--- config.mk ---
export PLATFORM = sky130hd
export DESIGN_NAME = lru_key_value_cache_unit
export DESIGN_NICKNAME = d
export VERILOG_FILES = /design/src/hw/rtl/lkvc_pkg.sv /design/src/hw/rtl/lkvc_cell.sv /design/src/hw/rtl/lru_key_value_cache_unit.sv
export SDC_FILE = /design/constraint.sdc
export NUM_CORES = 1
export LEC_CHECK = 0
export BUFFER_PORTS_ARGS = -buffer_cell sky130_fd_sc_hd__buf_4
export CAP_MARGIN = 20
export CORE_MARGIN = 2
export CORE_UTILIZATION = 60
export CTS_BUF_LIST = sky130_fd_sc_hd__clkbuf_8
export CTS_CLUSTER_DIAMETER = 50
export DETAILED_ROUTE_END_ITERATION = 7
export PLACE_DENSITY_LB_ADDON = 0.1
export SLEW_MARGIN = 0
export SYNTH_ARGS = -nofsm -noshare
export SYNTH_HDL_FRONTEND = slang
export SYNTH_HIERARCHICAL = 1
export SYNTH_SLANG_ARGS = --single-unit
--- constraint.sdc ---
create_clock -name clk -period 15.72 [get_ports clk]
set_clock_uncertainty 0.2 [all_clocks]
set_input_delay 0.786 -clock clk [delete_from_list [all_inputs] [get_ports clk]]
set_output_delay 0.786 -clock clk [all_outputs]
set_load 0.01 [all_outputs]
--- src/hw/rtl/lkvc_pkg.sv ---
// lkvc_pkg: shared types and constants for the lru key-value cache
// holds the request, result, cell entry and cell control structs
// no dependencies
package lkvc_pkg;

  localparam int ENTRIES_DEF = 16;
  localparam int KEY_W       = 31;
  localparam int VAL_W       = 31;
  localparam int CAP_W       = 5;
  localparam int APB_DW      = 32;
  localparam int APB_AW      = 3;

  localparam logic [CAP_W-1:0] CAP_RESET = 5'd16;

  // opcodes
  localparam logic OP_GET = 1'b0;
  localparam logic OP_PUT = 1'b1;

  // register index, taken from paddr[2]
  localparam logic REG_CAPACITY = 1'b0;

  typedef struct packed {
    logic             opcode;
    logic [KEY_W-1:0] key;
    logic [VAL_W-1:0] value;
  } req_t;

  typedef struct packed {
    logic             found;
    logic [VAL_W-1:0] read_value;
    logic             evicted;
    logic [KEY_W-1:0] evicted_key;
  } res_t;

  typedef struct packed {
    logic             valid;
    logic [KEY_W-1:0] key;
    logic [VAL_W-1:0] value;
  } entry_t;

  typedef struct packed {
    logic             cmp_en;
    logic             shift;
    logic [KEY_W-1:0] cmp_key;
  } cell_ctrl_t;

endpackage

--- src/hw/rtl/lkvc_cell.sv ---
// lkvc_cell: one slot of the recency-ordered entry chain
// compares its key against the broadcast key and loads its upstream neighbor on shift
// depends on lkvc_pkg
module lkvc_cell (
  input  logic                clk,
  input  logic                rst_n,
  input  lkvc_pkg::cell_ctrl_t ctrl,
  input  lkvc_pkg::entry_t    prev,
  output lkvc_pkg::entry_t    entry,
  output logic                match
);
  import lkvc_pkg::*;

  logic             valid_r;
  logic [KEY_W-1:0] key_r;
  logic [VAL_W-1:0] value_r;
  logic             match_r;

  always_ff @(posedge clk) begin
    if (!rst_n) begin
      valid_r <= 1'b0;
    end else if (ctrl.shift) begin
      valid_r <= prev.valid;
    end
  end

  always_ff @(posedge clk) begin
    if (ctrl.shift) begin
      key_r   <= prev.key;
      value_r <= prev.value;
    end
  end

  always_ff @(posedge clk) begin
    if (ctrl.cmp_en) begin
      match_r <= valid_r && (key_r == ctrl.cmp_key);
    end
  end

  assign entry.valid = valid_r;
  assign entry.key   = key_r;
  assign entry.value = value_r;
  assign match       = match_r;

endmodule

--- src/hw/rtl/lru_key_value_cache_unit.sv ---
// lru_key_value_cache_unit: fully associative key-value cache with lru replacement
// built as a chain of lkvc_cell slots kept in recency order, slot 0 most recent
// depends on lkvc_pkg and lkvc_cell
//
// usage:
//   a request (get or put) is taken on in_req when start is high and busy is low.
//   busy is high in the compare step of each accepted request, so a new request
//   can be taken again only in the update step; this comes from the two steps of the cell
//   chain: every cell compares its key in the compare step, the chain shifts in the next.
//   each request gives exactly one result on out_res, marked by out_strobe for a
//   single cycle, registered at the end of the update step. the receiver cannot stall:
//   the result register is overwritten by the next request's result.
//   a hit or a new key moves to the head of the chain and the entries ahead of it
//   shift down by one; a put miss at capacity drops the last valid cell and
//   reports its key.
//   capacity is written over the apb-style port at byte address 0; the user must
//   do so only while idle (the block does not check); zero acts as 1, above ENTRIES as ENTRIES.
//   reset (rst_n low, synchronous) empties the cache and sets capacity to 16;
//   no clearing pass is needed.
module lru_key_value_cache_unit #(
  parameter int ENTRIES = lkvc_pkg::ENTRIES_DEF
) (
  input  logic                        clk,
  input  logic                        rst_n,
  input  logic                        start,
  output logic                        busy,
  input  lkvc_pkg::req_t              in_req,
  output logic                        out_strobe,
  output lkvc_pkg::res_t              out_res,
  input  logic                        psel,
  input  logic                        penable,
  input  logic                        pwrite,
  input  logic [lkvc_pkg::APB_AW-1:0] paddr,
  input  logic [lkvc_pkg::APB_DW-1:0] pwdata,
  output logic [lkvc_pkg::APB_DW-1:0] prdata,
  output logic                        pready
);
  import lkvc_pkg::*;

  localparam int IDX_W = (ENTRIES > 1) ? $clog2(ENTRIES) : 1;
  localparam int CNT_W = $clog2(ENTRIES + 1);
  localparam int CMP_W = (CNT_W > CAP_W) ? CNT_W : CAP_W;

  typedef enum logic [2:0] {
    S_IDLE = 3'b001,
    S_CMP  = 3'b010,
    S_UPD  = 3'b100
  } state_t;

  state_t           state_r, state_nxt;
  req_t             req_r;
  logic [CAP_W-1:0] cap_r;
  logic [CNT_W-1:0] occ_r, occ_nxt;
  logic             strobe_r;
  res_t             res_r, res_nxt;

  entry_t           cell_q [ENTRIES];
  entry_t           cell_prev [ENTRIES];
  cell_ctrl_t       cell_ctrl [ENTRIES];
  entry_t           head;
  logic [ENTRIES-1:0] match_vec, valid_vec, last_vec, shift_vec;

  logic             accept;
  logic             is_put;
  logic             hit;
  logic [IDX_W-1:0] hit_idx;
  logic [VAL_W-1:0] hit_value;
  logic [KEY_W-1:0] victim_key;
  logic [CMP_W-1:0] cap_ext, eff_cap;
  logic             full;
  logic             in_upd;
  logic             upd, evict, insert;
  logic [IDX_W-1:0] pos;
  logic             cfg_wr;

  assign busy   = (state_r == S_CMP);
  assign accept = start && !busy;
  assign in_upd = (state_r == S_UPD);
  assign is_put = (req_r.opcode == OP_PUT);

  always_comb begin
    state_nxt = state_r;
    unique case (state_r)
      S_IDLE:  state_nxt = accept ? S_CMP : S_IDLE;
      S_CMP:   state_nxt = S_UPD;
      S_UPD:   state_nxt = accept ? S_CMP : S_IDLE;
      default: state_nxt = S_IDLE;
    endcase
  end

  always_ff @(posedge clk) begin
    if (!rst_n) begin
      state_r <= S_IDLE;
    end else begin
      state_r <= state_nxt;
    end
  end

  always_ff @(posedge clk) begin
    if (accept) begin
      req_r <= in_req;
    end
  end

  // configuration register
  assign cfg_wr = psel && penable && pwrite && (paddr[2] == REG_CAPACITY);
  assign pready = 1'b1;
  assign prdata = (paddr[2] == REG_CAPACITY) ? APB_DW'(cap_r) : '0;

  always_ff @(posedge clk) begin
    if (!rst_n) begin
      cap_r <= CAP_RESET;
    end else if (cfg_wr) begin
      cap_r <= pwdata[CAP_W-1:0];
    end
  end

  // one-hot match selects, last valid cell found from its neighbor
  always_comb begin
    hit_idx    = '0;
    hit_value  = '0;
    victim_key = '0;
    for (int i = 0; i < ENTRIES; i++) begin
      if (match_vec[i]) begin
        hit_idx   = hit_idx | IDX_W'(i);
        hit_value = hit_value | cell_q[i].value;
      end
      if (last_vec[i]) begin
        victim_key = victim_key | cell_q[i].key;
      end
    end
  end

  assign hit = |match_vec;

  always_comb begin
    cap_ext = CMP_W'(cap_r);
    if (cap_r == '0) begin
      eff_cap = CMP_W'(1);
    end else if (cap_ext > CMP_W'(ENTRIES)) begin
      eff_cap = CMP_W'(ENTRIES);
    end else begin
      eff_cap = cap_ext;
    end
  end

  assign full   = (CMP_W'(occ_r) >= eff_cap);
  assign upd    = in_upd && (hit || is_put);
  assign evict  = in_upd && is_put && !hit && full;
  assign insert = in_upd && is_put && !hit && !full;

  // last cell that takes part in the shift
  always_comb begin
    priority if (hit) begin
      pos = hit_idx;
    end else if (full) begin
      pos = IDX_W'(CNT_W'(occ_r - CNT_W'(1)));
    end else begin
      pos = IDX_W'(occ_r);
    end
  end

  assign head.valid = 1'b1;
  assign head.key   = req_r.key;
  assign head.value = is_put ? req_r.value : hit_value;

  genvar g;
  generate
    for (g = 0; g < ENTRIES; g++) begin : g_cell
      assign shift_vec[g] = upd && (IDX_W'(g) <= pos);
      assign valid_vec[g] = cell_q[g].valid;

      if (g == 0) begin : g_head
        assign cell_prev[g] = head;
      end else begin : g_link
        assign cell_prev[g] = cell_q[g-1];
      end

      if (g == ENTRIES - 1) begin : g_tail
        assign last_vec[g] = cell_q[g].valid;
      end else begin : g_mid
        assign last_vec[g] = cell_q[g].valid && !cell_q[g+1].valid;
      end

      assign cell_ctrl[g].cmp_en  = (state_r == S_CMP);
      assign cell_ctrl[g].shift   = shift_vec[g];
      assign cell_ctrl[g].cmp_key = req_r.key;

      lkvc_cell u_cell (
        .clk   (clk),
        .rst_n (rst_n),
        .ctrl  (cell_ctrl[g]),
        .prev  (cell_prev[g]),
        .entry (cell_q[g]),
        .match (match_vec[g])
      );
    end
  endgenerate

  assign occ_nxt = insert ? CNT_W'(occ_r + CNT_W'(1)) : occ_r;

  always_ff @(posedge clk) begin
    if (!rst_n) begin
      occ_r <= '0;
    end else begin
      occ_r <= occ_nxt;
    end
  end

  always_comb begin
    res_nxt.found       = hit;
    res_nxt.read_value  = (!is_put && hit) ? hit_value : '0;
    res_nxt.evicted     = evict;
    res_nxt.evicted_key = evict ? victim_key : '0;
  end

  always_ff @(posedge clk) begin
    if (!rst_n) begin
      strobe_r <= 1'b0;
    end else begin
      strobe_r <= in_upd;
    end
  end

  always_ff @(posedge clk) begin
    if (in_upd) begin
      res_r <= res_nxt;
    end
  end

  assign out_strobe = strobe_r;
  assign out_res    = res_r;

  // valid cells always form a prefix of the chain
  a_valid_prefix: assert property (@(posedge clk) disable iff (!rst_n)
    (valid_vec & (valid_vec + 1'b1)) == '0)
    else $error("valid cells not contiguous from the head");

  a_occ_count: assert property (@(posedge clk) disable iff (!rst_n)
    $countones(valid_vec) == int'(occ_r))
    else $error("occupancy count disagrees with valid cells");

  a_single_hit: assert property (@(posedge clk) disable iff (!rst_n)
    in_upd |-> $onehot0(match_vec))
    else $error("key present in more than one cell");

  a_strobe_after_upd: assert property (@(posedge clk) disable iff (!rst_n)
    out_strobe |-> $past(state_r == S_UPD))
    else $error("result strobe without an update cycle");

  a_evict_on_miss: assert property (@(posedge clk) disable iff (!rst_n)
    (out_strobe && out_res.evicted) |-> !out_res.found)
    else $error("eviction reported on a hit");

endmodule
==> results of run 1 <==
==> where the power goes <==
group / leakage, nW / total [W] / internal [W] / switching, W
Clock: 2.01 / 0.00241 / 0.00118 / 0.00123
Combinational: 5.51 / 0.000149 / 0.0000720 / 0.0000772
Sequential: 10.5 / 0.00343 / 0.00338 / 0.0000428
==> repair_timing <==
item	CTS	global route
hold buffers	69	0
setup buffers	0	0
endpoints found under the hold margin	69	0
gates resized for setup	0	0
==> critical path: cells and delay by family, from the launching register on <==
kind                   cells  cell delay, ns
buffers and inverters      5            2.53
AND/OR/NAND/NOR            4            1.76
AO/OA/AOI/OAI              1            0.41
flip-flops                 1            0.35
multiplexers               1            0.24
==> layout make-up <==
| type | instances | area [µm²] | area share |
|---|---|---|---|
| Antenna cell | 3 | 7.507 | 0.0001380 |
| Clock buffer | 194 | 2670 | 0.04907 |
| Clock inverter | 144 | 710.7 | 0.01306 |
| Inverter | 40 | 152.6 | 0.002805 |
| Multi-Input combinational cell | 1581 | 12560 | 0.2309 |
| Sequential cell | 1165 | 34680 | 0.6374 |
| Tap cell | 1050 | 1314 | 0.02414 |
| Timing Repair Buffer | 281 | 2315 | 0.04254 |
==> cell families (layout without fill, tap and decap cells) <==
| kind of cell | after synthesis | count (layout) | synth area share |
|---|---|---|---|
| AOI/OAI and AO/OA | 552 | 552 | 0.09358 |
| DFF | 1165 | 1165 | 0.7244 |
| muxes | 51 | 51 | 0.01066 |
| and+or+nand+nor | 441 | 441 | 0.05828 |
| adders and majority gates | 7 | 7 | 0.001829 |
| other | 2 | 32 | 0.0001569 |
| xor gates and xnor gates | 501 | 501 | 0.09165 |
| buffers and inverters | 199 | 659 | 0.01944 |
==> through the flow <==
| stage | hold slack [ns] | setup WS [ns] | util |
|---|---|---|---|
| after floorplan | 0.2253 | 4.167 | - |
| after global placement | 0.2304 | 10.20 | 0.6366 |
| after detailed placement | 0.2351 | 10.03 | 0.6369 |
| after CTS | 0.03248 | 10.05 | 0.6885 |
| after global routing | 0.07565 | 9.820 | 0.6888 |
| final | 0.08352 | 10.01 | 0.6888 |
==> layer usage <==
| metal | wire length (µm) | track usage |
|---|---|---|
| met5 | 0 | 0 |
| met4 | 6752 | 0.1637 |
| met3 | 15260 | 0.07520 |
| met2 | 66870 | 0.5463 |
| met1 | 52190 | 0.4537 |
==> sequential cells by signal, indices dropped and copies added, names as in the netlist <==
name,count
g_cell.u_cell/key_r,496
g_cell.u_cell/value_r,496
out_res,64
cell_ctrl,31
req_r,31
g_cell.u_cell/match,16
g_cell.u_cell/valid_r,16
cap_ext,5
occ_r,5
state_r,3
is_put,1
out_strobe,1
==> synth_stat cells, types with 2 or more instances <==
cell / n / area (µm²)
nand3_1: 65 / 325.3
buf_2: 3 / 15.01
a221oi_1: 143 / 1252
a311oi_1: 2 / 17.52
nor3b_1: 2 / 15.01
and3_1: 27 / 168.9
ha_1: 7 / 87.58
nor2b_1: 40 / 250.2
o21ai_0: 2 / 10.01
a31oi_1: 30 / 187.7
nor3_2: 3 / 30.03
xnor2_1: 114 / 998.5
conb_1: 2 / 7.510
a21o_1: 2 / 15.01
or4_1: 2 / 15.01
inv_1: 39 / 146.4
o2111ai_1: 3 / 26.28
nor2_1: 78 / 292.8
xor2_1: 387 / 3390
and2_1: 6 / 37.54
clkbuf_1: 94 / 352.8
nor4_1: 67 / 419.2
nand2b_4: 2 / 27.53
nand2_1: 29 / 108.9
mux2i_1: 51 / 510.5
dfxtp_1: 30 / 600.6
nor3_1: 4 / 20.02
buf_1: 16 / 60.06
a22oi_1: 211 / 1584
nor4_2: 49 / 613.1
nand4_1: 57 / 356.6
edfxtp_1: 1135 / 34080
a22o_1: 143 / 1252
buf_6: 2 / 22.52
or4_4: 2 / 22.52
buf_4: 44 / 330.3
o21ai_1: 4 / 20.02
==> path summary, 6_finish.rpt <==
kind,from,to,slack (ns),cells after the start
worst max register to register,g_cell[0].u_cell/match$_DFFE_PP_,g_cell[8].u_cell/valid_r$_SDFFE_PN0P_,10.01,11
worst max-delay path,g_cell[0].u_cell/match$_DFFE_PP_,g_cell[8].u_cell/valid_r$_SDFFE_PN0P_,10.01,11
worst min-delay path,rst_n,cap_ext[4]$_SDFFE_PN1P_,0.08,2
worst min register to register,g_cell[14].u_cell/value_r[17]$_DFFE_PP_,g_cell[15].u_cell/value_r[17]$_DFFE_PP_,0.24,0
==> impl_metrics.json, run 1 <==
{
  "clk_pin_slew_ns": 0.06,
  "ys_seq_area_frac": 0.7244,
  "layout.nets": 3366,
  "cp_slowest_stage_delay_ns": 0.73,
  "grt_pass1_vias": 30690,
  "cap_violations": 0,
  "grtUsageTotal": 0.3432,
  "dr.pass1.iters": 6,
  "num-fill-cells": 5375,
  "rsz0062_at_grt": "no",
  "dp.cells": 4047,
  "via_count": 30060,
  "rows": 103,
  "die_area_mm2": 0.08207,
  "syn_area_per_cell_um2": 16.41,
  "final_cells": 4458,
  "tightestPinTransition_ns": 1.159,
  "die_h_um": 286.5,
  "htree_num_levels": 4,
  "worstSetupPathType": "reg -> reg",
  "crit_required_ns": 16.28,
  "min_period_ns": 5.705,
  "drive_gt1_frac": 0.1542,
  "critPathMaxFanout": 32,
  "cp_cell_sequence": "buf_4 > or4_1 > nor4_4 > inv_2 > o21ai_2 > clkinv_2 > nand2b_2 > clkinv_2 > buf_4 > mux2i_1 > nor2b_1",
  "antenna_found_initial": 1,
  "finalPower_w": 0.005984,
  "synth-seq-cells": 1165,
  "max_freq_ghz": 0.1753,
  "wl_mm": 141.1,
  "placement.cell_area_mm2": 0.05032,
  "ant_nets": 0,
  "cts.sinks": 1165,
  "grt_start_max_net_pins": 47,
  "viasPerCell": 6.742,
  "slew_headroom": 0.2236,
  "ys_types": 58,
  "hp-class": "in -> reg",
  "syn_to_final_growth_pct": 13.66,
  "die_x_um": 286.5,
  "cts_buffer_depth": 3,
  "cts_made_buffers": 186,
  "setup_viol": 0,
  "slew_violations": 0,
  "final_hold_viol_count": 0,
  "io_buffer_count": 145,
  "cts_root_buf": "clkbuf_8",
  "tns_ns": 0,
  "synthArstFlopShare": 0,
  "layout_commonest_cell": "edfxtp_1",
  "ys.flop_type": "edfxtp_1",
  "start_util": 0.6061,
  "core_mm2": 0.07900,
  "overflow": 0,
  "dpl.hpwl_mm": 82.90,
  "status": "finished, final reports clean",
  "synthCells": 2918,
  "clock_latency_ns": 0.86,
  "syn_area_mm2": 0.04788,
  "synth_enable_flop_cells": 1135,
  "cp_slowest_cell": "clkinv_2",
  "mostFrequentLayoutCells": "edfxtp_1, xor2_1, a22oi_1, buf_4, clkbuf_8",
  "gp_congestion": 0.9258,
  "io_pins": 203,
  "cts_tree": "done",
  "power.density_mw_per_mm2": 110.0,
  "vdd_ir_drop_max_mv": 0.08237,
  "critPathArrivalTime_ns": 6.26,
  "grt_pass1_wl_mm": 203.9,
  "first_iter_violations": 4027,
  "wl_per_cell_um": 31.65,
  "ys_warn_count": 6,
  "leakagePower_nw": 18.05,
  "crit_path_end_kind": "register",
  "start_kind": "register",
  "drc": 0,
  "period_share": 0.3629,
  "final_cell_area_mm2": 0.05442
}
Note: power is estimated with default switching activity, not from simulation.
==> inputs of run 2 (changes only) <==
==> constraint.sdc (replaced) <==
create_clock -name clk -period 5.66 [get_ports clk]
set_clock_uncertainty 0.2 [all_clocks]
set_input_delay 0.283 -clock clk [delete_from_list [all_inputs] [get_ports clk]]
set_output_delay 0.283 -clock clk [all_outputs]
set_load 0.01 [all_outputs]
==> run 2 against run 1 <==
Against the previous run:
- global-route usage is 0.93 points higher
- largest cell class unchanged
- count of clock-buffer cells in the layout is 1 lower
- critical endpoint is now g_cell[4].u_cell/valid_r$_SDFFE_PN0P_
- combinational power grew to 3.0 times the previous value
- register-to-register slack worse by 9.5 ns
- sequential share of layout area is 1.0 points lower
- the flow now finishes with violations (DRC)
==> impl_metrics.json, run 2 (synthesized netlist as in run 1, its figures left out) <==
{
  "status": "finished, violations left",
  "violations": "DRC",
  "cts_hold_buf": 146,
  "start_kind": "register",
  "route.met2.wl_mm": 68.11,
  "syn_to_final_growth_pct": 15.49,
  "mostFrequentLayoutCells": "edfxtp_1, xor2_1, a22oi_1, buf_4, clkbuf_8",
  "final_cell_area_mm2": 0.05530,
  "drive_gt1_frac": 0.1546,
  "max_freq_ghz": 0.1959,
  "die_h_um": 286.5,
  "drt-met1-wl_mm": 52.39,
  "cts_setup_buffers": 0,
  "r2r-end": "g_cell[4].u_cell/valid_r$_SDFFE_PN0P_",
  "rsz0062_at_grt": "no",
  "io_pins": 203,
  "core_mm2": 0.07900,
  "die_x_um": 286.5,
  "slew_headroom": 0.1132,
  "r2r-start": "g_cell[9].u_cell/match$_DFFE_PP_",
  "grt_pass1_wl_mm": 208.9,
  "post_cts_resized": 0,
  "slew_violations": 0,
  "die_area_mm2": 0.08207,
  "routed.top_layer": "met4",
  "grtUsageTotal": 0.3524,
  "io_buffer_count": 145,
  "final_cells": 4535,
  "overflow": 0,
  "power.density_mw_per_mm2": 302.9,
  "num-fill-cells": 5233,
  "antenna_found_initial": 2,
  "layout_commonest_cell": "edfxtp_1",
  "clock_latency_ns": 0.86,
  "endpoint": "g_cell[4].u_cell/valid_r$_SDFFE_PN0P_",
  "r2r_slack_ns": 0.56,
  "ant_nets": 0,
  "cts_root_buf": "clkbuf_8",
  "clk_pin_slew_ns": 0.06,
  "htree_num_levels": 4,
  "cts_tree": "done",
  "cap_violations": 0,
  "final_hold_viol_count": 0,
  "dpl.hpwl_mm": 85.18,
  "wl_per_cell_um": 31.86,
  "finalPower_w": 0.01675,
  "viasPerCell": 6.761,
  "fin_util": 0.7000,
  "min_period_ns": 5.105,
  "dr.pass1.iters": 8,
  "rows": 103,
  "hp-start": "g_cell[12].u_cell/value_r[25]$_DFFE_PP_",
  "via_count": 30660,
  "critPathArrivalTime_ns": 5.63,
  "worstSetupPathType": "reg -> reg",
  "drc": 1,
  "first_iter_violations": 4395,
  "cp-startpoint": "g_cell[9].u_cell/match$_DFFE_PP_",
  "leakagePower_nw": 18.36,
  "wl_mm": 144.5,
  "vdd_ir_drop_max_mv": 0.2494,
  "setup_viol": 0,
  "crit_required_ns": 6.18,
  "gp_congestion": 0.9566,
  "dp.cells": 4051,
  "cts.sinks": 1165,
  "hold_ws_ns": 0.2210,
  "period_share": 0.9019,
  "hp-class": "reg -> reg",
  "start_util": 0.6061,
  "cts_buffer_depth": 3,
  "crit_path_end_kind": "register",
  "grt_start_max_net_pins": 63,
  "layout.nets": 3446,
  "reg2reg_depth": 11,
  "cts_made_buffers": 186,
  "critPathMaxFanout": 38,
  "placement.cell_area_mm2": 0.05042,
  "grt_pass1_vias": 31120,
  "route.met3.wl_mm": 17.46,
  "tightestPinTransition_ns": 1.318
}
run 2: final cells by class:
| class | count | area, µm² | share of cell area |
|---|---|---|---|
| repair buffers | 361 | 3138 | 0.05675 |
| multi-input cells | 1581 | 12590 | 0.2277 |
| diodes | 4 | 10.01 | 0.0001810 |
| inverters | 40 | 155.1 | 0.002806 |
| well taps | 1050 | 1314 | 0.02376 |
| clock buffers | 193 | 2656 | 0.04804 |
| flip-flops and latches | 1165 | 34680 | 0.6272 |
| clock inverters | 141 | 749.5 | 0.01355 |
run 2: worst min path at each step:
stage / slack [ns] / cells after the start / to
6_report: 0.22 / 0 / g_cell[13].u_cell/value_r[25]$_DFFE_PP_
5_1_grt: 0.23 / 0 / g_cell[3].u_cell/value_r[25]$_DFFE_PP_
3_5_place_dp: 0.23 / 0 / g_cell[7].u_cell/value_r[4]$_DFFE_PP_
2_1_floorplan: 0.18 / 0 / cell_ctrl[0]$_DFFE_PP_
4_1_cts: 0.21 / 0 / g_cell[13].u_cell/value_r[25]$_DFFE_PP_
3_3_place_gp: 0.23 / 0 / g_cell[3].u_cell/value_r[13]$_DFFE_PP_
run 2: where the power goes:
group | leakage, nW | total [W] | switching, W | internal [W]
clock network | 1.98 | 0.00679 | 0.00349 | 0.00329
logic | 5.84 | 0.000447 | 0.000215 | 0.000232
registers | 10.5 | 0.00952 | 0.000125 | 0.00939
total | 18.4 | 0.0168 | 0.00383 | 0.0129
run 2: metal layers:
layer,up-vias,global-route usage
li1,12460,-
met1,15300,0.4692
met2,2451,0.5591
met3,453,0.08744
met4,0,0.1480
met5,-,0
run 2: critical path, cell delays in order, from the launching register on:
cell and delay [ns]:
edfxtp_1 0.38, buf_4 0.32, or4_1 0.64, nor4_4 0.35
inv_2 0.15, o21ai_2 0.42, clkinvlp_4 0.66, nand2b_2 0.53
nand2_4 0.42, buf_4 0.55, mux2i_1 0.27, nor2b_1 0.06
run 2: stage by stage:
stage	setup WS (ns)	TNS (ns)
after floorplan	-0.6731	-150.84
after global placement	0.7948	0
after detailed placement	0.6027	0
after CTS	0.5865	0
after global routing	0.3503	0
final	0.5551	0
